===== src/sv/assert_macros.svh =====
// Assertion helpers used by the RTL controller (fol_ctrl).
`ifndef ASSERT_MACROS_SVH
`define ASSERT_MACROS_SVH

// Same-cycle implication, checked outside reset.
`define FOL_ASSERT_SAME(label, clk, rst_n, ante, cons) \
    label: assert property (@(posedge clk) disable iff (!rst_n) (ante) |-> (cons)) \
        else $error("frequency ordered list: same-cycle check failed");

// Next-cycle implication, checked outside reset.
`define FOL_ASSERT_NEXT(label, clk, rst_n, ante, cons) \
    label: assert property (@(posedge clk) disable iff (!rst_n) (ante) |=> (cons)) \
        else $error("frequency ordered list: next-cycle check failed");

`endif


===== src/sv/fol_pkg.sv =====
`default_nettype none
package fol_pkg;

    localparam int ENTRIES    = 16;
    localparam int KEY_BITS   = 16;
    localparam int COUNT_BITS = 16;

    localparam int IDX_W = $clog2(ENTRIES);

    // Port field widths.
    localparam int KEY_W   = 16;
    localparam int POS_W   = 4;
    localparam int SLOT_W  = 4;
    localparam int COUNT_W = 16;

    localparam logic OP_ACCESS = 1'b0;
    localparam logic OP_READ   = 1'b1;

    typedef enum logic [2:0] {
        ST_IDLE,
        ST_DECODE,
        ST_POS_RD,
        ST_SRCH_RD,
        ST_SRCH_CMP,
        ST_MOVE_RD,
        ST_MOVE_CMP,
        ST_EMIT
    } state_t;

    typedef enum logic [1:0] {
        RD_IDX,
        RD_POS,
        RD_PREV
    } rd_sel_t;

    typedef enum logic [1:0] {
        RES_MISS,
        RES_READ,
        RES_OOR,
        RES_HIT
    } res_sel_t;

    typedef struct packed {
        logic     ready;
        logic     load;
        logic     rd_en;
        rd_sel_t  rd_sel;
        logic     idx_clr;
        logic     idx_inc;
        logic     hit_cap;
        logic     wr_shift;
        logic     wr_final;
        logic     res_load;
        res_sel_t res_sel;
        logic     out_load;
    } cmd_t;

    typedef struct packed {
        logic req_valid;
        logic is_read;
        logic pos_ok;
        logic key_match;
        logic idx_last;
        logic j_zero;
        logic move_more;
        logic out_free;
    } st_t;

    // Key held by a slot that has not been written since reset.
    function automatic logic [KEY_BITS-1:0] reset_key(input logic [IDX_W-1:0] idx);
        logic [31:0] t;
        t = 32'(idx) + 32'd1;
        return t[KEY_BITS-1:0];
    endfunction

endpackage
`default_nettype wire


===== src/sv/fol_if.sv =====
`default_nettype none
interface fol_req_if;
    logic                         valid;
    logic                         ready;
    logic                         operation;
    logic [fol_pkg::KEY_W-1:0]    key;
    logic [fol_pkg::POS_W-1:0]    position;

    modport source (output valid, operation, key, position, input ready);
    modport sink (input valid, operation, key, position, output ready);
endinterface

interface fol_rsp_if;
    logic                         valid;
    logic                         ready;
    logic                         found;
    logic [fol_pkg::SLOT_W-1:0]   slot;
    logic [fol_pkg::KEY_W-1:0]    entry_key;
    logic [fol_pkg::COUNT_W-1:0]  count;

    modport source (output valid, found, slot, entry_key, count, input ready);
    modport sink (input valid, found, slot, entry_key, count, output ready);
endinterface
`default_nettype wire


===== src/sv/fol_ctrl.sv =====
`default_nettype none
`include "assert_macros.svh"
module fol_ctrl (
    input  wire logic          clk,
    input  wire logic          rst_n,
    input  wire fol_pkg::st_t  st,
    output fol_pkg::cmd_t      cmd
);

    fol_pkg::state_t state_reg;
    fol_pkg::state_t state_next;

    always_ff @(posedge clk or negedge rst_n)
    begin
        if (!rst_n)
        begin
            state_reg <= fol_pkg::ST_IDLE;
        end
        else
        begin
            state_reg <= state_next;
        end
    end

    always_comb
    begin
        cmd        = '0;
        state_next = state_reg;
        case (state_reg)
            fol_pkg::ST_IDLE:
            begin
                cmd.ready = 1'b1;
                if (st.req_valid)
                begin
                    cmd.load   = 1'b1;
                    state_next = fol_pkg::ST_DECODE;
                end
            end
            fol_pkg::ST_DECODE:
            begin
                if (st.is_read)
                begin
                    if (st.pos_ok)
                    begin
                        cmd.rd_en  = 1'b1;
                        cmd.rd_sel = fol_pkg::RD_POS;
                        state_next = fol_pkg::ST_POS_RD;
                    end
                    else
                    begin
                        cmd.res_load = 1'b1;
                        cmd.res_sel  = fol_pkg::RES_OOR;
                        state_next   = fol_pkg::ST_EMIT;
                    end
                end
                else
                begin
                    cmd.idx_clr = 1'b1;
                    state_next  = fol_pkg::ST_SRCH_RD;
                end
            end
            fol_pkg::ST_POS_RD:
            begin
                cmd.res_load = 1'b1;
                cmd.res_sel  = fol_pkg::RES_READ;
                state_next   = fol_pkg::ST_EMIT;
            end
            fol_pkg::ST_SRCH_RD:
            begin
                cmd.rd_en  = 1'b1;
                cmd.rd_sel = fol_pkg::RD_IDX;
                state_next = fol_pkg::ST_SRCH_CMP;
            end
            fol_pkg::ST_SRCH_CMP:
            begin
                if (st.key_match)
                begin
                    cmd.hit_cap = 1'b1;
                    state_next  = fol_pkg::ST_MOVE_RD;
                end
                else if (st.idx_last)
                begin
                    cmd.res_load = 1'b1;
                    cmd.res_sel  = fol_pkg::RES_MISS;
                    state_next   = fol_pkg::ST_EMIT;
                end
                else
                begin
                    cmd.idx_inc = 1'b1;
                    state_next  = fol_pkg::ST_SRCH_RD;
                end
            end
            fol_pkg::ST_MOVE_RD:
            begin
                if (st.j_zero)
                begin
                    cmd.wr_final = 1'b1;
                    cmd.res_load = 1'b1;
                    cmd.res_sel  = fol_pkg::RES_HIT;
                    state_next   = fol_pkg::ST_EMIT;
                end
                else
                begin
                    cmd.rd_en  = 1'b1;
                    cmd.rd_sel = fol_pkg::RD_PREV;
                    state_next = fol_pkg::ST_MOVE_CMP;
                end
            end
            fol_pkg::ST_MOVE_CMP:
            begin
                // The entry ahead has a smaller count: it slides back one slot.
                if (st.move_more)
                begin
                    cmd.wr_shift = 1'b1;
                    state_next   = fol_pkg::ST_MOVE_RD;
                end
                else
                begin
                    cmd.wr_final = 1'b1;
                    cmd.res_load = 1'b1;
                    cmd.res_sel  = fol_pkg::RES_HIT;
                    state_next   = fol_pkg::ST_EMIT;
                end
            end
            fol_pkg::ST_EMIT:
            begin
                if (st.out_free)
                begin
                    cmd.out_load = 1'b1;
                    state_next   = fol_pkg::ST_IDLE;
                end
            end
            default:
            begin
                state_next = fol_pkg::ST_IDLE;
            end
        endcase
    end

    `FOL_ASSERT_SAME(a_out_load_free, clk, rst_n, cmd.out_load, st.out_free)
    `FOL_ASSERT_SAME(a_shift_not_front, clk, rst_n, cmd.wr_shift, !st.j_zero)
    `FOL_ASSERT_SAME(a_final_with_result, clk, rst_n, cmd.wr_final,
                     cmd.res_load && cmd.res_sel == fol_pkg::RES_HIT)
    `FOL_ASSERT_NEXT(a_miss_to_emit, clk, rst_n,
                     state_reg == fol_pkg::ST_SRCH_CMP && !st.key_match && st.idx_last,
                     state_reg == fol_pkg::ST_EMIT)

endmodule
`default_nettype wire


===== src/sv/fol_dpath.sv =====
`default_nettype none
module fol_dpath (
    input  wire logic          clk,
    input  wire logic          rst_n,
    fol_req_if.sink            req,
    fol_rsp_if.source          rsp,
    input  wire fol_pkg::cmd_t cmd,
    output fol_pkg::st_t       st
);

    localparam int IW = fol_pkg::IDX_W;
    localparam int KB = fol_pkg::KEY_BITS;
    localparam int CB = fol_pkg::COUNT_BITS;

    // Table storage; a slot without its valid bit reads as its reset value.
    logic [KB-1:0]               key_mem_reg [fol_pkg::ENTRIES];
    logic [CB-1:0]               cnt_mem_reg [fol_pkg::ENTRIES];
    logic [fol_pkg::ENTRIES-1:0] vld_reg;

    logic [KB-1:0] rd_key_reg;
    logic [CB-1:0] rd_cnt_reg;
    logic          rd_vld_reg;
    logic [IW-1:0] rd_addr_reg;

    logic                      op_reg;
    logic [KB-1:0]             key_reg;
    logic [fol_pkg::POS_W-1:0] pos_reg;

    logic [IW-1:0] idx_reg;
    logic [IW-1:0] j_reg;
    logic [KB-1:0] hk_reg;
    logic [CB-1:0] hc_reg;

    logic                        res_found_reg;
    logic [fol_pkg::SLOT_W-1:0]  res_slot_reg;
    logic [fol_pkg::KEY_W-1:0]   res_key_reg;
    logic [fol_pkg::COUNT_W-1:0] res_cnt_reg;

    logic                        rsp_valid_reg;
    logic                        rsp_found_reg;
    logic [fol_pkg::SLOT_W-1:0]  rsp_slot_reg;
    logic [fol_pkg::KEY_W-1:0]   rsp_key_reg;
    logic [fol_pkg::COUNT_W-1:0] rsp_cnt_reg;

    logic [IW-1:0] rd_addr;
    logic [KB-1:0] rd_key;
    logic [CB-1:0] rd_cnt;
    logic [CB-1:0] cnt_inc;
    logic          wr_en;
    logic [KB-1:0] wr_key;
    logic [CB-1:0] wr_cnt;

    always_comb
    begin
        case (cmd.rd_sel)
            fol_pkg::RD_POS:  rd_addr = IW'(pos_reg);
            fol_pkg::RD_PREV: rd_addr = j_reg - 1'b1;
            default:          rd_addr = idx_reg;
        endcase
    end

    assign rd_key  = rd_vld_reg ? rd_key_reg : fol_pkg::reset_key(rd_addr_reg);
    assign rd_cnt  = rd_vld_reg ? rd_cnt_reg : '0;
    assign cnt_inc = (rd_cnt == '1) ? rd_cnt : rd_cnt + 1'b1;

    assign wr_en  = cmd.wr_shift | cmd.wr_final;
    assign wr_key = cmd.wr_shift ? rd_key : hk_reg;
    assign wr_cnt = cmd.wr_shift ? rd_cnt : hc_reg;

    always_ff @(posedge clk)
    begin
        if (wr_en)
        begin
            key_mem_reg[j_reg] <= wr_key;
            cnt_mem_reg[j_reg] <= wr_cnt;
        end
        if (cmd.rd_en)
        begin
            rd_key_reg  <= key_mem_reg[rd_addr];
            rd_cnt_reg  <= cnt_mem_reg[rd_addr];
            rd_vld_reg  <= vld_reg[rd_addr];
            rd_addr_reg <= rd_addr;
        end
    end

    always_ff @(posedge clk or negedge rst_n)
    begin
        if (!rst_n)
        begin
            vld_reg <= '0;
        end
        else if (wr_en)
        begin
            vld_reg[j_reg] <= 1'b1;
        end
    end

    always_ff @(posedge clk)
    begin
        if (cmd.load)
        begin
            op_reg  <= req.operation;
            key_reg <= KB'(req.key);
            pos_reg <= req.position;
        end
        if (cmd.hit_cap)
        begin
            hk_reg <= rd_key;
            hc_reg <= cnt_inc;
        end
    end

    always_ff @(posedge clk or negedge rst_n)
    begin
        if (!rst_n)
        begin
            idx_reg <= '0;
            j_reg   <= '0;
        end
        else
        begin
            if (cmd.idx_clr)
            begin
                idx_reg <= '0;
            end
            else if (cmd.idx_inc)
            begin
                idx_reg <= idx_reg + 1'b1;
            end
            if (cmd.hit_cap)
            begin
                j_reg <= rd_addr_reg;
            end
            else if (cmd.wr_shift)
            begin
                j_reg <= j_reg - 1'b1;
            end
        end
    end

    always_ff @(posedge clk)
    begin
        if (cmd.res_load)
        begin
            case (cmd.res_sel)
                fol_pkg::RES_READ:
                begin
                    res_found_reg <= 1'b1;
                    res_slot_reg  <= pos_reg;
                    res_key_reg   <= fol_pkg::KEY_W'(rd_key);
                    res_cnt_reg   <= fol_pkg::COUNT_W'(rd_cnt);
                end
                fol_pkg::RES_OOR:
                begin
                    res_found_reg <= 1'b0;
                    res_slot_reg  <= pos_reg;
                    res_key_reg   <= '0;
                    res_cnt_reg   <= '0;
                end
                fol_pkg::RES_HIT:
                begin
                    res_found_reg <= 1'b1;
                    res_slot_reg  <= fol_pkg::SLOT_W'(j_reg);
                    res_key_reg   <= fol_pkg::KEY_W'(hk_reg);
                    res_cnt_reg   <= fol_pkg::COUNT_W'(hc_reg);
                end
                default:
                begin
                    res_found_reg <= 1'b0;
                    res_slot_reg  <= '0;
                    res_key_reg   <= '0;
                    res_cnt_reg   <= '0;
                end
            endcase
        end
    end

    always_ff @(posedge clk or negedge rst_n)
    begin
        if (!rst_n)
        begin
            rsp_valid_reg <= 1'b0;
        end
        else if (cmd.out_load)
        begin
            rsp_valid_reg <= 1'b1;
        end
        else if (rsp.ready)
        begin
            rsp_valid_reg <= 1'b0;
        end
    end

    always_ff @(posedge clk)
    begin
        if (cmd.out_load)
        begin
            rsp_found_reg <= res_found_reg;
            rsp_slot_reg  <= res_slot_reg;
            rsp_key_reg   <= res_key_reg;
            rsp_cnt_reg   <= res_cnt_reg;
        end
    end

    assign req.ready     = cmd.ready;
    assign rsp.valid     = rsp_valid_reg;
    assign rsp.found     = rsp_found_reg;
    assign rsp.slot      = rsp_slot_reg;
    assign rsp.entry_key = rsp_key_reg;
    assign rsp.count     = rsp_cnt_reg;

    assign st.req_valid = req.valid;
    assign st.is_read   = (op_reg == fol_pkg::OP_READ);
    assign st.pos_ok    = (32'(pos_reg) < fol_pkg::ENTRIES);
    assign st.key_match = (rd_key == key_reg);
    assign st.idx_last  = (idx_reg == IW'(fol_pkg::ENTRIES - 1));
    assign st.j_zero    = (j_reg == '0);
    assign st.move_more = (rd_cnt < hc_reg);
    assign st.out_free  = !rsp_valid_reg || rsp.ready;

endmodule
`default_nettype wire


===== src/sv/frequency_ordered_list_core.sv =====
`default_nettype none
// Frequency-ordered key table: ENTRIES slots of key and access count, kept in
// non-increasing count order. An access scans the table from slot 0, reading and
// then comparing one slot at a time, since the table sits in a memory with one
// registered read port; on a hit the count rises (saturating) and the entry
// slides forward past every entry with a smaller count, one slot per move.
// One item is worked on at a time; the response register lets the next item in
// while a result waits.
module frequency_ordered_list_core (
    input  wire logic  clk,
    input  wire logic  rst_n,
    fol_req_if.sink    req,
    fol_rsp_if.source  rsp
);

    fol_pkg::cmd_t cmd;
    fol_pkg::st_t  st;

    fol_ctrl u_ctrl (
        .clk   (clk),
        .rst_n (rst_n),
        .st    (st),
        .cmd   (cmd)
    );

    fol_dpath u_dpath (
        .clk   (clk),
        .rst_n (rst_n),
        .req   (req),
        .rsp   (rsp),
        .cmd   (cmd),
        .st    (st)
    );

endmodule
`default_nettype wire


===== src/flat_wrapper.sv =====
// flat-port wrapper written by rule: the top's interface ports become plain ports
module frequency_ordered_list_core_flat 
  (clk, rst_n, req_valid, req_operation, req_key, req_position, req_ready, rsp_valid, rsp_found, rsp_slot, rsp_entry_key, rsp_count, rsp_ready);
  fol_req_if req_i ();
  fol_rsp_if rsp_i ();
  input  wire logic clk;
  input  wire logic rst_n;
  input wire logic [$bits(req_i.valid)-1:0] req_valid;
  input wire logic [$bits(req_i.operation)-1:0] req_operation;
  input wire logic [$bits(req_i.key)-1:0] req_key;
  input wire logic [$bits(req_i.position)-1:0] req_position;
  output wire logic [$bits(req_i.ready)-1:0] req_ready;
  output wire logic [$bits(rsp_i.valid)-1:0] rsp_valid;
  output wire logic [$bits(rsp_i.found)-1:0] rsp_found;
  output wire logic [$bits(rsp_i.slot)-1:0] rsp_slot;
  output wire logic [$bits(rsp_i.entry_key)-1:0] rsp_entry_key;
  output wire logic [$bits(rsp_i.count)-1:0] rsp_count;
  input wire logic [$bits(rsp_i.ready)-1:0] rsp_ready;
  assign req_i.valid = req_valid;
  assign req_i.operation = req_operation;
  assign req_i.key = req_key;
  assign req_i.position = req_position;
  assign req_ready = req_i.ready;
  assign rsp_valid = rsp_i.valid;
  assign rsp_found = rsp_i.found;
  assign rsp_slot = rsp_i.slot;
  assign rsp_entry_key = rsp_i.entry_key;
  assign rsp_count = rsp_i.count;
  assign rsp_i.ready = rsp_ready;
  frequency_ordered_list_core u_core (.clk(clk), .rst_n(rst_n), .req(req_i), .rsp(rsp_i));
endmodule

===== config.mk =====
export PLATFORM = sky130hd
export DESIGN_NAME = frequency_ordered_list_core_flat
export DESIGN_NICKNAME = d
export VERILOG_FILES = /design/src/sv/fol_pkg.sv /design/src/sv/fol_if.sv /design/src/sv/fol_ctrl.sv /design/src/sv/fol_dpath.sv /design/src/sv/frequency_ordered_list_core.sv /design/src/flat_wrapper.sv
export VERILOG_INCLUDE_DIRS = /design/src /design/src/sv
export SDC_FILE = /design/constraint.sdc
export NUM_CORES = 1
export LEC_CHECK = 0
export CAP_MARGIN = 10
export CORE_MARGIN = 1
export CORE_UTILIZATION = 25
export CTS_CLUSTER_DIAMETER = 120
export CTS_CLUSTER_SIZE = 20
export DETAILED_ROUTE_END_ITERATION = 8
export DONT_BUFFER_PORTS = 1
export GPL_TIMING_DRIVEN = 0
export PLACE_DENSITY = 0.46
export REMOVE_ABC_BUFFERS = 1
export SYNTH_ARGS = -nofsm -noshare
export SYNTH_HDL_FRONTEND = slang
export SYNTH_SLANG_ARGS = --single-unit

===== constraint.sdc =====
create_clock -name clk -period 5.7 [get_ports clk]
set_input_delay 0.285 -clock clk [delete_from_list [all_inputs] [get_ports clk]]
set_output_delay 0.285 -clock clk [all_outputs]
set_load 0.02 [all_outputs]

Word level (Yosys, flattened, before mapping)
Memory sizes are Yosys's and may differ from the RTL's. A register that Yosys moved wholly into a read port is not among the register bits.
Index checks and enable logic that the tools add are counted.
Widths: inputs -> output; s select.
{"block": "classes", "add_sub_neg": 4, "n_lt_le_gt_ge": 4, "eq_ne": 17, "muxes": 51, "bitwise_logic": 2, "reduce_logical": 11}
{"op": "$mux 16", "count": 5}
{"op": "$pmux 16 s2", "count": 2}
{"op": "$mux 3", "count": 8}
{"op": "$mux 4", "count": 6}
{"op": "$pmux 3 s8", "count": 1}
{"op": "$mux 1", "count": 19}
{"op": "$add 16x1->16 const B", "count": 1}
{"op": "$eq 16x16->1", "count": 1}
{"op": "$eq 16x16->1 const B", "count": 1}
{"op": "$lt 16x16->1", "count": 1}
{"op": "$or 16x16->16", "count": 1}
{"op": "$pmux 4 s2", "count": 2}
{"op": "$eq 3x3->1 const B", "count": 4}
{"op": "$pmux 3 s4", "count": 1}
{"op": "$lt 4x5->1 const B", "count": 2}
{"op": "$pmux 3 s3", "count": 1}
{"op": "$eq 2x2->1 const B", "count": 3}
{"op": "$eq 3x2->1 const B", "count": 2}
{"op": "$mux 2", "count": 3}
{"op": "$reduce_bool 2->1", "count": 3}
{"op": "$add 4x1->5 const B", "count": 1}
{"op": "$add 4x1->4 const B", "count": 1}
{"op": "$bmux 1 s4", "count": 1}
{"op": "$demux 1 s4", "count": 1}
{"op": "other kinds (16)", "count": 18}
{"block": "word_totals", "reg_bits": 160, "mem_bits_rw": 512, "in_bits": 25, "wordCells": 111, "n_memories": 2}
{"name": "u_core.u_dpath.cnt_mem_reg", "words": 16, "width": 16, "rd": 1, "rd_ports_with_merged_regs": 1, "write_ports": 1, "line_no": "fol_dpath.sv:17", "text": "logic [CB-1:0] cnt_mem_reg [fol_pkg::ENTRIES];"}
{"name": "u_core.u_dpath.key_mem_reg", "words": 16, "width": 16, "rd": 1, "rd_ports_with_merged_regs": 1, "write_ports": 1, "line_no": "fol_dpath.sv:16", "text": "logic [KB-1:0] key_mem_reg [fol_pkg::ENTRIES];"}

Logic depth before layout (Yosys ltp)
Gate-level depths: netlist of the first run.
{"block": "depth", "ltp_word": 8, "depth_mapped": 20}

Hierarchy
From an unflattened synthesis of the first run, not the netlist that was laid out.
{"block": "unflattened", "cells_unflattened": 2278, "area_unflattened_um2": 31039.8}
{"mod": "fol_dpath", "instances": 1, "cells_each": 2227, "area_each_um2": 30676.9, "seq_area_each_um2": 20925.1}
{"mod": "fol_ctrl", "instances": 1, "cells_each": 51, "area_each_um2": 362.8, "seq_area_each_um2": 75.1}

Worst setup path after synthesis of the first run
Ideal clock, no wire load.
{"block": "synth_path", "path_kind": "reg-to-reg", "start": "register u_core.u_dpath.rd_addr_reg[0]", "end": "register u_core.u_dpath.res_cnt_reg[0] in the netlist's numbering, enable pin", "setup_time_ns": 0.487, "arrival_time_ns": 4.281, "t_required_ns": 5.213, "setup_slack_ns": 0.931, "stages_incl_launch_ff": 8, "n_path_buf": 0, "synth_period_minus_slack_ns": 4.769, "path_cell_list": "edfxtp_1 > ha_1 > xor2_1 > mux2_4 > a22oi_1 > nor4b_2 > and3_2 > o31ai_1"}
{"element": "start, declared", "line_no": "fol_dpath.sv:23", "text": "logic [IW-1:0] rd_addr_reg;"}
{"element": "start signal, assigned", "line_no": "fol_dpath.sv:82", "text": "rd_addr_reg <= rd_addr;"}
{"element": "end signal, assigned", "line_no": "fol_dpath.sv:151", "text": "res_cnt_reg <= fol_pkg::COUNT_W'(rd_cnt);"}
{"element": "end signal, assigned", "line_no": "fol_dpath.sv:165", "text": "res_cnt_reg <= fol_pkg::COUNT_W'(hc_reg);"}
{"element": "end, declared", "line_no": "fol_dpath.sv:37", "text": "logic [fol_pkg::COUNT_W-1:0] res_cnt_reg;"}

Worst setup path in the final report of the first run
{"block": "layout_path", "start": "register u_core.u_dpath.rd_vld_reg", "end": "register u_core.u_dpath.res_key_reg[7] in the netlist's numbering, data pin"}
{"block": "layout_via", "elab_chain_cells": 6, "elab_cells_between_ends": 10}
{"element": "start, declared", "line_no": "fol_dpath.sv:22", "text": "logic rd_vld_reg;"}
{"element": "start signal, assigned", "line_no": "fol_dpath.sv:81", "text": "rd_vld_reg <= vld_reg[rd_addr];"}
{"element": "$mux 16, on equally long branches", "line_no": "fol_dpath.sv:63, fol_dpath.sv:62"}
{"element": "$lt 16x16->1 / $eq 16x16->1 (equally long branches)", "line_no": "fol_dpath.sv:218, fol_dpath.sv:215"}
{"element": "$mux 4 / $mux 3 (equally long branches)", "line_no": "fol_ctrl.sv:112, fol_ctrl.sv:76"}
{"element": "$pmux 3 s4", "line_no": "fol_ctrl.sv:29", "text": "case (state_reg)"}
{"element": "$eq 2x2->1 / $eq 2x1->1 (equally long branches)", "line_no": "fol_dpath.sv:145", "text": "case (cmd.res_sel)"}
{"element": "$pmux 16 s2 (*)", "line_no": "fol_dpath.sv:145"}
{"element": "end signal, assigned", "line_no": "fol_dpath.sv:150", "text": "res_key_reg <= fol_pkg::KEY_W'(rd_key);"}
{"element": "end signal, assigned", "line_no": "fol_dpath.sv:164", "text": "res_key_reg <= fol_pkg::KEY_W'(hk_reg);"}
{"element": "end, declared", "line_no": "fol_dpath.sv:36", "text": "logic [fol_pkg::KEY_W-1:0] res_key_reg;"}
Mark *: on every way between the ends. The rest lies on a longest branch, timed or not.
A chain may end at the register's enable or synchronous reset.

==> impl_metrics.sql, run 1 <==
INSERT INTO impl_metrics (metric_group, metric, value, unit) VALUES
('outcome', 'run_status', 'finished clean', ''),
('setup_path', 'critical-path-top-delay-family', 'compound AO/OA/AOI/OAI gates', ''),
('clock_tree', 'buffer_depth_of_the_longest_clock_path', '3', ''),
('setup_path', 'worst_setup_path_end_kind', 'flip-flop', ''),
('sta', 'maximum_achievable_frequency', '187', 'MHz'),
('logic_synthesis', 'synthTopCellsByArea', 'sky130_fd_sc_hd__edfxtp_1 (71%), sky130_fd_sc_hd__mux4_2 (10%), sky130_fd_sc_hd__dfrtp_1 (2.5%)', ''),
('setup_path', 'critical_path.max_stage_delay', '810', 'ps'),
('clock_tree', 'clockRootBuffer', 'sky130_fd_sc_hd__clkbuf_16', ''),
('logic_synthesis', 'yosys.cell_types.count', '72', ''),
('grt', 'grt_pass1_wl', '106000', 'µm'),
('setup_path', 'crit_path_top_delay_cell', 'sky130_fd_sc_hd__edfxtp_1', ''),
('setup_path', 'req_time_crit_path', '6040', 'ps'),
('worst_hold_path', 'hold_path.class', 'in2async', ''),
('power', 'fin_total_pwr', '17.3', 'mW'),
('finish', 'syn_to_final_growth', '16.1', '%'),
('clock_tree', 'post_cts.repair.setup_buffers', '0', ''),
('die', 'die_x', '339', 'µm'),
('setup_path', 'timing.critical_path.from_type', 'flip-flop', ''),
('logic_synthesis', 'primary_flip_flop_cell_chosen_by_synthesis_mapping', 'sky130_fd_sc_hd__edfxtp_1', ''),
('finish', 'layout-drive-gt1-share', '0.199', ''),
('logic_synthesis', 'synth.most_common_cell', 'sky130_fd_sc_hd__edfxtp_1', ''),
('die', 'die_boundary_height', '339', 'µm'),
('clock_tree', 'clkTransAtPathRegs', '90', 'ps'),
('clock_tree', 'cts_inserted_buffers', '41', ''),
('routing', 'drc_errors', '0', ''),
('setup_path', 'rr_endpoint', 'u_core.u_dpath.res_key_reg[7]$_DFFE_PP_', ''),
('grt', 'global_route.usage.total', '0.127', ''),
('logic_synthesis', 'yosys.area.top_type_share', '0.713', ''),
('clock_tree', 'clock_tree_from_tritoncts', 'done', ''),
('die', 'floorplan.initialDensity', '0.253', ''),
('power', 'power.density_cell_area', '525', 'nW/µm²'),
('logic_synthesis', 'synth_top_cells_by_count', 'sky130_fd_sc_hd__edfxtp_1 (676), sky130_fd_sc_hd__mux4_2 (132), sky130_fd_sc_hd__nor2_1 (68), sky130_fd_sc_hd__nand2_1 (59), sky130_fd_sc_hd__inv_1 (46)', ''),
('logic_synthesis', 'yosys.area.top_type', 'sky130_fd_sc_hd__edfxtp_1', ''),
('clock_tree', 'post_cts_hold_buffer_count', '25', ''),
('flow_run', 'max_cap_violations', '0', ''),
('logic_synthesis', 'ys_async_sr_fraction', '0.0398', ''),
('setup_path', 'r2r_slack', '350', 'ps'),
('finish', 'finalNetCount', '1644', ''),
('routing', 'routed_via_density', '4.52', ''),
('sta', 'unrepaired_setup_endpoints_after_global_routing', 'no', ''),
('setup_path', 'worstPathArrival', '5690', 'ps'),
('logic_synthesis', 'seq_area_frac_synth', '0.738', ''),
('routing', 'dr_total_vias', '14109', ''),
('finish', 'fillCellCount', '11027', ''),
('setup_path', 'worst_setup_path_startpoint', 'u_core.u_dpath.rd_vld_reg$_DFFE_PP_', ''),
('setup_path', 'critPathBufInv', '4', ''),
('setup_path', 'critical_path_peak_fanout', '22', ''),
('clock_tree', 'clock_sink_count', '704', ''),
('setup_path', 'critical_path_class', 'reg2reg', ''),
('die', 'std_cell_rows', '123', ''),
('power', 'cellLeakagePower', '10.4', 'nW'),
('sta', 'final_hold_viol_count', '0', ''),
('setup_path', 'crit_end', 'u_core.u_dpath.res_key_reg[7]$_DFFE_PP_', ''),
('grt', 'grt_antenna_before_repair', '9', ''),
('clock_tree', 'ctsResizeCount', '0', ''),
('routing', 'detail_route.first_pass.iterations', '4', ''),
('setup_path', 'worst_r2r_startpoint', 'u_core.u_dpath.rd_vld_reg$_DFFE_PP_', ''),
('logic_synthesis', 'postSynthCellCount', '1524', ''),
('routing', 'routed_wirelength', '73400', 'µm'),
('logic_synthesis', 'yosys_register_bits', '704', ''),
('sta', 'finalWorstPathRequiredPeriod', '5350', 'ps'),
('sta', 'final.period_utilization', '0.939', ''),
('grt', 'grt_pass1_vias', '14847', ''),
('setup_path', 'r2r_cells', '15', ''),
('die', 'core_region_area', '113000', 'µm²'),
('setup_path', 'crit_cells', '15', ''),
('finish', 'final_core_util', '0.293', ''),
('routing', 'first_iter_violations', '1038', ''),
('placed_design', 'globalplace.congestion', '0.746', ''),
('grt', 'grt_start_max_net_pins', '38', ''),
('placed_design', 'detailed_place_hpwl', '46800', 'µm');
-- logic make-up (layout without fill, tap and decap cells) --
| kind of cell | count (synthesis) | in the layout | synth area share |
|---|---|---|---|
| xor gates and xnor gates | 28 | 28 | 0.00862 |
| and+or+nand+nor | 263 | 263 | 0.0473 |
| buffers and inverters | 123 | 219 | 0.0220 |
| AOI/OAI and AO/OA | 187 | 187 | 0.0456 |
| other | 0 | 4 | 0 |
| adders and majority gates | 26 | 26 | 0.0113 |
| DFF | 704 | 704 | 0.738 |
| muxes | 193 | 193 | 0.127 |
-- power breakdown --
part,internal (mW),switching [mW],leakage [nW]
clock,1.44,1.68,0.583
combinational,2.87,3.77,3.33
sequential,7.09,0.494,6.49
total,11.4,5.94,10.4
-- routing by layer --
metal	part of all wire	global-route usage
met5	0.00078	0
met4	0.021	0.0318
met3	0.048	0.0258
met2	0.49	0.212
met1	0.44	0.167
-- how the worst min path moves through the flow --
stage / cells past startpoint / slack [ps] / startpoint / end
finish: 2 / 180 / rst_n / u_core.u_dpath.vld_reg[2]$_DFFE_PN0N_
global route: 2 / 180 / rst_n / u_core.u_dpath.vld_reg[2]$_DFFE_PN0N_
CTS: 2 / 160 / rst_n / u_core.u_dpath.vld_reg[2]$_DFFE_PN0N_
detailed placement: 0 / -5 / rst_n / u_core.u_dpath.vld_reg[2]$_DFFE_PN0N_
global placement: 0 / -5 / rst_n / u_core.u_dpath.vld_reg[3]$_DFFE_PN0N_
floorplan: 0 / -10 / rst_n / u_core.u_ctrl.state_reg[0]$_DFFE_PN0P_
-- layout by cell type (no fill, tap or decap), drive strengths merged, types with 3 or more instances in the layout --
cell type    instances
ha                  25
mux2                22
clkbuf              66
xor2                 8
mux2i               39
a21oi               47
edfxtp             676
mux4               132
nand4b               3
o21ai               31
xnor2               20
nand4                3
diode                4
nand2b               8
and3                 3
a32oi                3
or2                 18
dlygate4sd3         24
dfrtp               28
and2                23
inv                 49
a22oi               37
nor2                69
nand3               15
o211ai               5
or3                  6
o221ai               3
nor3                11
nor2b               37
buf                 79
nand2               60
a211oi              35
a221oi               3
-- stage by stage --
step / TNS (ps) / worst slack [ps] / std cells / hold slack (ps) / area, µm²
floorplan: -93560 / -2780 / 1448 / -10.6 / 28000
global placement: -2120170 / -6660 / 2948 / -5.12 / 29900
detailed placement: 0 / 169 / 3026 / -4.84 / 31500
CTS: 0 / 141 / 3120 / 160 / 33000
global route: 0 / 50.4 / 3121 / 179 / 33000
finish: 0 / 347 / 3124 / 176 / 33000
-- area by class of cell --
cell class                 instances  area [µm²]  area share
tap                             1500        1880      0.0568
antenna                            4        10.0    0.000303
sequential                       704       21000       0.636
clock buffer                      66        1180      0.0358
multi-input combinational        697        7020       0.213
inverter                          47         176     0.00534
clock inverter                     3        25.0    0.000758
timing repair buffer             103        1730      0.0524
-- worst reg2reg max path: stages (launching register included) --
cell,delay [ps]
sky130_fd_sc_hd__edfxtp_1,810
sky130_fd_sc_hd__buf_16,250
sky130_fd_sc_hd__nand2_1,170
sky130_fd_sc_hd__inv_1,130
sky130_fd_sc_hd__ha_1,260
sky130_fd_sc_hd__and2_1,200
sky130_fd_sc_hd__a221oi_2,440
sky130_fd_sc_hd__nand4b_1,160
sky130_fd_sc_hd__a21oi_1,310
sky130_fd_sc_hd__o21ai_2,130
sky130_fd_sc_hd__a21oi_4,680
sky130_fd_sc_hd__inv_1,210
sky130_fd_sc_hd__ha_2,440
sky130_fd_sc_hd__buf_16,260
sky130_fd_sc_hd__a22oi_1,570
sky130_fd_sc_hd__nor2_1,80
Note: power is estimated with default switching activity, not from simulation.
==> run 2: changes to the inputs <==
Settings changed: CORE_UTILIZATION 25 to 38, PLACE_DENSITY 0.46 to 0.6.
==> run 2 against run 1 <==
Clock power is 5% lower. Worst hold slack worse by 120 ps. Maximum frequency rose by 6.1%. Combinational power decreased by 2%. First-iteration DRC count grew 21%. Register-to-register slack better by 310 ps. Total power is 1.7% lower. Utilization increased by 14 points.
==> impl_metrics.sql, run 2 (same netlist as run 1, synthesis figures left out) <==
INSERT INTO impl_metrics (metric_group, metric, value, unit) VALUES
('outcome', 'run_status', 'finished clean', ''),
('setup_path', 'r2r_cells', '16', ''),
('finish', 'antenna_cells', '0', ''),
('die', 'die_boundary_height', '276', 'µm'),
('worst_hold_path', 'worstHoldPathCells', '3', ''),
('sta', 'unrepaired_setup_endpoints_after_global_routing', 'no', ''),
('sta', 'final_max_slew_viol_count', '0', ''),
('finish', 'layout.cells.most_common', 'sky130_fd_sc_hd__edfxtp_1', ''),
('sta', 'final.period_utilization', '0.885', ''),
('worst_hold_path', 'timing.hold.worst_endpoint', 'u_core.u_ctrl.state_reg[0]$_DFFE_PN0P_', ''),
('setup_path', 'rr_endpoint', 'u_core.u_dpath.res_key_reg[12]$_DFFE_PP_', ''),
('clock_tree', 'buffer_depth_of_the_longest_clock_path', '3', ''),
('die', 'floorplan.initialDensity', '0.387', ''),
('power', 'pwr-share-clk', '0.174', ''),
('setup_path', 'critical_path_class', 'reg2reg', ''),
('finish', 'most-common-layout-cells', 'sky130_fd_sc_hd__edfxtp_1 (676), sky130_fd_sc_hd__mux4_2 (132), sky130_fd_sc_hd__nand2_1 (59), sky130_fd_sc_hd__nor2_1 (55), sky130_fd_sc_hd__inv_1 (45)', ''),
('setup_path', 'req_time_crit_path', '6070', 'ps'),
('sta', 'worst-slew-pin-transition', '1020', 'ps'),
('placed_design', 'globalplace.congestion', '0.791', ''),
('setup_path', 'r2r_slack', '660', 'ps'),
('power', 'power.density_cell_area', '530', 'nW/µm²'),
('clock_tree', 'ctsResizeCount', '0', ''),
('flow_run', 'max_cap_violations', '0', ''),
('worst_hold_path', 'hold_path.class', 'in2reg', ''),
('die', 'floorplan.io_pins', '64', ''),
('routing', 'route.antenna.remaining_nets', '0', ''),
('finish', 'layout-drive-gt1-share', '0.191', ''),
('die', 'die_area', '76000', 'µm²'),
('finish', 'syn_to_final_growth', '12.8', '%'),
('die', 'core_region_area', '73600', 'µm²'),
('grt', 'grt_start_max_net_pins', '38', ''),
('power', 'seq_power_share', '0.445', ''),
('clock_tree', 'cts_inserted_buffers', '41', ''),
('grt', 'grt_remaining_overflow', '0', ''),
('finish', 'finalNetCount', '1633', ''),
('worst_hold_path', 'hold_start', 'req_valid', ''),
('setup_path', 'worst_r2r_startpoint', 'u_core.u_dpath.rd_vld_reg$_DFFE_PP_', ''),
('power', 'fraction_of_power_spent_switching_nets', '0.338', ''),
('clock_tree', 'h-tree-depth', '2', ''),
('finish', 'final_core_util', '0.436', ''),
('sta', 'finalWorstPathRequiredPeriod', '5040', 'ps'),
('sta', 'relSlewSlack', '0.314', ''),
('clock_tree', 'clockRootBuffer', 'sky130_fd_sc_hd__clkbuf_16', ''),
('die', 'die_x', '276', 'µm'),
('power', 'cellLeakagePower', '10.3', 'nW'),
('finish', 'fillCellCount', '6308', ''),
('routing', 'routed_wirelength', '66300', 'µm'),
('routing', 'first_iter_violations', '1256', ''),
('grt', 'grt_pass1_vias', '14502', ''),
('setup_path', 'timing.critical_path.from_type', 'flip-flop', ''),
('setup_path', 'worstPathArrival', '5420', 'ps'),
('placed_design', 'detailed_place_hpwl', '42100', 'µm'),
('routing', 'dr_total_vias', '14259', ''),
('power', 'combPwrFrac', '0.381', ''),
('sta', 'fin_setup_tns', '0', 'ps'),
('grt', 'grt_antenna_before_repair', '4', ''),
('clock_tree', 'post_cts.repair.setup_buffers', '0', ''),
('clock_tree', 'clock_sink_count', '704', ''),
('sta', 'maximum_achievable_frequency', '198', 'MHz'),
('sta', 'report.final.setup_viol', '0', ''),
('setup_path', 'worst_setup_path_end_kind', 'flip-flop', ''),
('placed_design', 'port-buffer-count', '0', ''),
('routing', 'wl_per_cell', '25.9', 'µm'),
('power', 'cellInternalPower', '11.3', 'mW'),
('setup_path', 'critical_path_peak_fanout', '27', ''),
('sta', 'clock-skew-final', '33.1', 'ps'),
('routing', 'routed_via_density', '5.56', ''),
('grt', 'grt_pass1_wl', '97700', 'µm'),
('power', 'total_switching_power', '5.76', 'mW'),
('sta', 'final_hold_viol_count', '0', ''),
('routing', 'detail_route.first_pass.iterations', '6', ''),
('die', 'std_cell_rows', '99', ''),
('routing', 'drc_errors', '0', ''),
('grt', 'global_route.usage.total', '0.177', ''),
('clock_tree', 'clkTransAtPathRegs', '80', 'ps'),
('clock_tree', 'clock_tree_from_tritoncts', 'done', ''),
('clock_tree', 'clock_latency', '590', 'ps'),
('clock_tree', 'post_cts_hold_buffer_count', '24', ''),
('power', 'largest_vdd_supply_drop', '343', 'µV');
## run 2: per-stage QoR
stage / hold slack [ps] / worst slack (ps) / total power, mW / std cells / instance area (µm²)
floorplan: -10.6 / -2780 / 11.9 / 1448 / 28000
CTS: 14.9 / 773 / 17.2 / 2563 / 32100
global placement: -4.95 / -6140 / 13.3 / 2407 / 29200
detailed placement: -4.63 / 794 / 14.2 / 2474 / 30700
finish: 57.1 / 655 / 17.0 / 2564 / 32100
global route: 54.6 / 461 / 17.9 / 2564 / 32100
## run 2: how the worst max path moves through the flow
stage / endpoint / slack, ps / start / cells after the start
floorplan: u_core.u_dpath.rd_cnt_reg[0]$_DFFE_PP_ / -2780 / u_core.u_dpath.j_reg[0]$_DFFE_PN0P_ / 10
CTS: u_core.u_dpath.res_key_reg[12]$_DFFE_PP_ / 770 / u_core.u_dpath.rd_vld_reg$_DFFE_PP_ / 16
global route: u_core.u_dpath.res_key_reg[12]$_DFFE_PP_ / 460 / u_core.u_dpath.rd_vld_reg$_DFFE_PP_ / 16
finish: u_core.u_dpath.res_key_reg[12]$_DFFE_PP_ / 660 / u_core.u_dpath.rd_vld_reg$_DFFE_PP_ / 16
global placement: u_core.u_dpath.rd_key_reg[13]$_DFFE_PP_ / -6140 / u_core.u_dpath.j_reg[0]$_DFFE_PN0P_ / 10
detailed placement: u_core.u_dpath.res_key_reg[12]$_DFFE_PP_ / 790 / u_core.u_dpath.rd_vld_reg$_DFFE_PP_ / 16
## run 2: area by class of cell
cell class,instances,area (µm²),share of cell area
flip-flops and latches,704,21000,0.654
multi-input cells,697,7020,0.219
repair buffers,92,1590,0.0494
well taps,959,1200,0.0374
clock buffers,64,1110,0.0346
inverters,47,176,0.00549
clock inverters,1,16.3,0.000507
## run 2: layer usage
layer | vias up | part of all wire | global-route usage
met4 | 8 | 0.022 | 0.0448
li1 | 6176 | - | -
met2 | 404 | 0.49 | 0.292
met5 | - | 0.00080 | 0
met1 | 7579 | 0.42 | 0.243
met3 | 92 | 0.063 | 0.0323
## run 2: worst max-delay path, cell delays in order (launching register included)
cell	delay [ps]
sky130_fd_sc_hd__edfxtp_1	740
sky130_fd_sc_hd__buf_16	310
sky130_fd_sc_hd__nand2_1	160
sky130_fd_sc_hd__inv_1	80
sky130_fd_sc_hd__ha_1	290
sky130_fd_sc_hd__nand2_1	60
sky130_fd_sc_hd__o21ai_0	460
sky130_fd_sc_hd__o2111ai_1	210
sky130_fd_sc_hd__and2_1	230
sky130_fd_sc_hd__o21ai_2	220
sky130_fd_sc_hd__a21oi_4	190
sky130_fd_sc_hd__buf_16	230
sky130_fd_sc_hd__buf_16	160
sky130_fd_sc_hd__inv_1	110
sky130_fd_sc_hd__ha_2	840
sky130_fd_sc_hd__a22oi_1	180
sky130_fd_sc_hd__nor2_1	310
## run 2: power by group through the flow
stage | logic [mW] | clock network (mW) | registers [mW]
6_report | 6.48 | 2.96 | 7.59
3_3_place_gp | 5.47 | 0 | 7.79
5_1_grt | 7.01 | 3.20 | 7.66
4_1_cts | 6.56 | 3.05 | 7.58
3_5_place_dp | 6.53 | 0 | 7.69
2_1_floorplan | 4.30 | 0 | 7.57
==> run 3: changes to the inputs <==
Settings changed: CORE_ASPECT_RATIO set to 1.25.
==> run 3 against run 2 <==
The run now ends with design-rule violations left. Via count decreased by 1.7%. Combinational power shrank 3.7%. Wire length decreased by 3.9%. Global-route usage down 0.66 points. Critical path type unchanged. Critical endpoint is now u_core.u_dpath.res_cnt_reg[10]$_DFFE_PP_. Largest cell class unchanged.
==> impl_metrics.sql, run 3 (same netlist as run 1, synthesis figures left out) <==
INSERT INTO impl_metrics (metric_group, metric, value, unit) VALUES
('outcome', 'run_status', 'complete, but fails checks', ''),
('outcome', 'failed_checks', 'design-rule violations', ''),
('routing', 'wl_per_cell', '25.0', 'µm'),
('setup_path', 'worst_setup_path_end_kind', 'flip-flop', ''),
('sta', 'report.final.setup_viol', '0', ''),
('power', 'combPwrFrac', '0.371', ''),
('die', 'die_boundary_height', '308', 'µm'),
('grt', 'grt_pass1_wl', '94900', 'µm'),
('finish', 'most-common-layout-cells', 'sky130_fd_sc_hd__edfxtp_1 (676), sky130_fd_sc_hd__mux4_2 (132), sky130_fd_sc_hd__nand2_1 (59), sky130_fd_sc_hd__nor2_1 (55), sky130_fd_sc_hd__inv_1 (45)', ''),
('sta', 'final_max_slew_viol_count', '0', ''),
('power', 'fin_total_pwr', '16.8', 'mW'),
('grt', 'use_met2', '0.285', ''),
('die', 'core_region_area', '73700', 'µm²'),
('clock_tree', 'cts_inserted_buffers', '41', ''),
('power', 'cellInternalPower', '11.2', 'mW'),
('clock_tree', 'buffer_depth_of_the_longest_clock_path', '3', ''),
('setup_path', 'critical_path_peak_fanout', '25', ''),
('routing', 'drc_errors', '8', ''),
('sta', 'unrepaired_setup_endpoints_after_global_routing', 'no', ''),
('worst_hold_path', 'worstHoldPathCells', '3', ''),
('grt', 'top_usage_layer', 'met2', ''),
('finish', 'antenna_cells', '0', ''),
('sta', 'relSlewSlack', '0.198', ''),
('power', 'largest_vdd_supply_drop', '353', 'µV'),
('finish', 'finalNetCount', '1623', ''),
('flow_run', 'max_cap_violations', '0', ''),
('finish', 'multi_input_comb_area', '7020', 'µm²'),
('setup_path', 'timing.critical_path.from_type', 'flip-flop', ''),
('grt', 'global_route.usage.total', '0.171', ''),
('sta', 'final_hold_viol_count', '0', ''),
('setup_path', 'worstPathArrival', '5600', 'ps'),
('clock_tree', 'ctsResizeCount', '0', ''),
('grt', 'grt.met1_usage', '0.228', ''),
('worst_hold_path', 'hold_path.class', 'in2reg', ''),
('die', 'die_area', '76000', 'µm²'),
('placed_design', 'detailed_place_hpwl', '40200', 'µm'),
('clock_tree', 'clkTransAtPathRegs', '90', 'ps'),
('routing', 'route.antenna.remaining_nets', '0', ''),
('grt', 'grt_pass1_vias', '14688', ''),
('die', 'std_cell_rows', '111', ''),
('clock_tree', 'clock_latency', '590', 'ps'),
('routing', 'routed_wirelength', '63700', 'µm'),
('grt', 'grt_antenna_before_repair', '2', ''),
('power', 'power.density_cell_area', '528', 'nW/µm²'),
('sta', 'maximum_achievable_frequency', '190', 'MHz'),
('sta', 'final.period_utilization', '0.924', ''),
('setup_path', 'req_time_crit_path', '6030', 'ps'),
('grt', 'grt_start_max_net_pins', '38', ''),
('routing', 'dr_total_vias', '14012', ''),
('placed_design', 'globalplace.congestion', '0.763', ''),
('finish', 'syn_to_final_growth', '12.0', '%'),
('sta', 'clock-skew-final', '26.9', 'ps'),
('routing', 'routed_via_density', '5.49', ''),
('routing', 'first_iter_violations', '1216', ''),
('sta', 'worst_hold_slack', '40.5', 'ps'),
('clock_tree', 'h-tree-depth', '2', ''),
('die', 'die_x', '247', 'µm'),
('clock_tree', 'clock_sink_count', '704', ''),
('sta', 'finalWorstPathRequiredPeriod', '5270', 'ps'),
('die', 'floorplan.initialDensity', '0.386', ''),
('power', 'total_switching_power', '5.67', 'mW'),
('power', 'seq_power_share', '0.450', ''),
('setup_path', 'r2r_cells', '18', ''),
('power', 'pwr-share-clk', '0.178', ''),
('placed_design', 'port-buffer-count', '0', ''),
('finish', 'final_core_util', '0.432', ''),
('die', 'floorplan.io_pins', '64', ''),
('power', 'cellLeakagePower', '10.2', 'nW'),
('finish', 'layout-drive-gt1-share', '0.190', ''),
('grt', 'grt_remaining_overflow', '0', ''),
('clock_tree', 'clock_tree_from_tritoncts', 'done', ''),
('setup_path', 'critical_path_class', 'reg2reg', ''),
('grt', 'grt_use_met3', '0.0284', ''),
('routing', 'detail_route.first_pass.iterations', '7', ''),
('finish', 'register_area', '21000', 'µm²'),
('sta', 'worst-slew-pin-transition', '1200', 'ps'),
('finish', 'layout.cells.most_common', 'sky130_fd_sc_hd__edfxtp_1', ''),
('clock_tree', 'clockRootBuffer', 'sky130_fd_sc_hd__clkbuf_16', ''),
('finish', 'fillCellCount', '6254', ''),
('power', 'fraction_of_power_spent_switching_nets', '0.337', '');
## run 3: path summary, 6_finish.rpt
check	start	end	slack, ps
setup / recovery	u_core.u_dpath.rd_vld_reg$_DFFE_PP_	u_core.u_dpath.res_cnt_reg[10]$_DFFE_PP_	430
hold / removal	req_valid	u_core.u_ctrl.state_reg[0]$_DFFE_PN0P_	40
max in group asynchronous	rst_n	u_core.u_dpath.vld_reg[0]$_DFFE_PN0N_	5390
setup reg to reg	u_core.u_dpath.rd_vld_reg$_DFFE_PP_	u_core.u_dpath.res_cnt_reg[10]$_DFFE_PP_	430
min in group asynchronous	rst_n	u_core.u_ctrl.state_reg[0]$_DFFE_PN0P_	140
hold reg to reg	u_core.u_dpath.res_key_reg[13]$_DFFE_PP_	u_core.u_dpath.rsp.entry_key[13]$_DFFE_PP_	420
## run 3: what timing repair did
action / CTS / global route
endpoints found under the setup margin: 2 / 29
hold endpoints to repair: 52 / 0
setup buffers: 0 / 1
pin swaps: 1 / 1
hold buffers: 24 / 0
## run 3: area by class of cell
class                           count  area share
Sequential cell                   704       0.659
Clock buffer                       56      0.0353
Tap cell                          960      0.0377
Timing Repair Buffer               82      0.0414
Clock inverter                      4     0.00102
Multi-Input combinational cell    697       0.220
Inverter                           47     0.00554
## run 3: critical path, cell delays in order (launching register included)
cell and delay [ps]:
sky130_fd_sc_hd__edfxtp_1 760, sky130_fd_sc_hd__buf_8 250, sky130_fd_sc_hd__buf_8 170, sky130_fd_sc_hd__buf_16 170, sky130_fd_sc_hd__nand2_1 140, sky130_fd_sc_hd__inv_1 110
sky130_fd_sc_hd__ha_1 250, sky130_fd_sc_hd__and2_1 190, sky130_fd_sc_hd__a221oi_2 500, sky130_fd_sc_hd__nand4b_1 170, sky130_fd_sc_hd__a21oi_1 480, sky130_fd_sc_hd__o21ai_2 150
sky130_fd_sc_hd__a21oi_4 230, sky130_fd_sc_hd__buf_16 190, sky130_fd_sc_hd__inv_1 100, sky130_fd_sc_hd__ha_2 420, sky130_fd_sc_hd__buf_16 270, sky130_fd_sc_hd__a22oi_1 330
sky130_fd_sc_hd__nor2_1 80
## run 3: metal layers
metal / share of wire / up-vias / wire length (µm)
met5: 0.00014 / - / 9
met4: 0.029 / 2 / 1830
met3: 0.054 / 105 / 3440
met2: 0.49 / 383 / 31400
met1: 0.42 / 7383 / 27000
li1: - / 6139 / -
## run 3: per-stage QoR
stage / setup WS, ps / std cells / area (µm²) / setup TNS (ps)
6_report: 433 / 2550 / 31900 / 0
5_1_grt: 204 / 2550 / 31900 / 0
4_1_cts: 2.63 / 2549 / 31900 / 0
3_5_place_dp: 48.4 / 2465 / 30500 / 0
3_3_place_gp: -5960 / 2408 / 29200 / -1509600
2_1_floorplan: -2780 / 1448 / 28000 / -93560
## run 3: power groups by stage
stage               clock network, mW  logic [mW]  registers, mW
finish                           3.00        6.24           7.58
global route                     3.23        6.80           7.65
floorplan                           0        4.30           7.57
CTS                              3.09        6.35           7.58
detailed placement                  0        6.31           7.69
global placement                    0        5.47           7.80
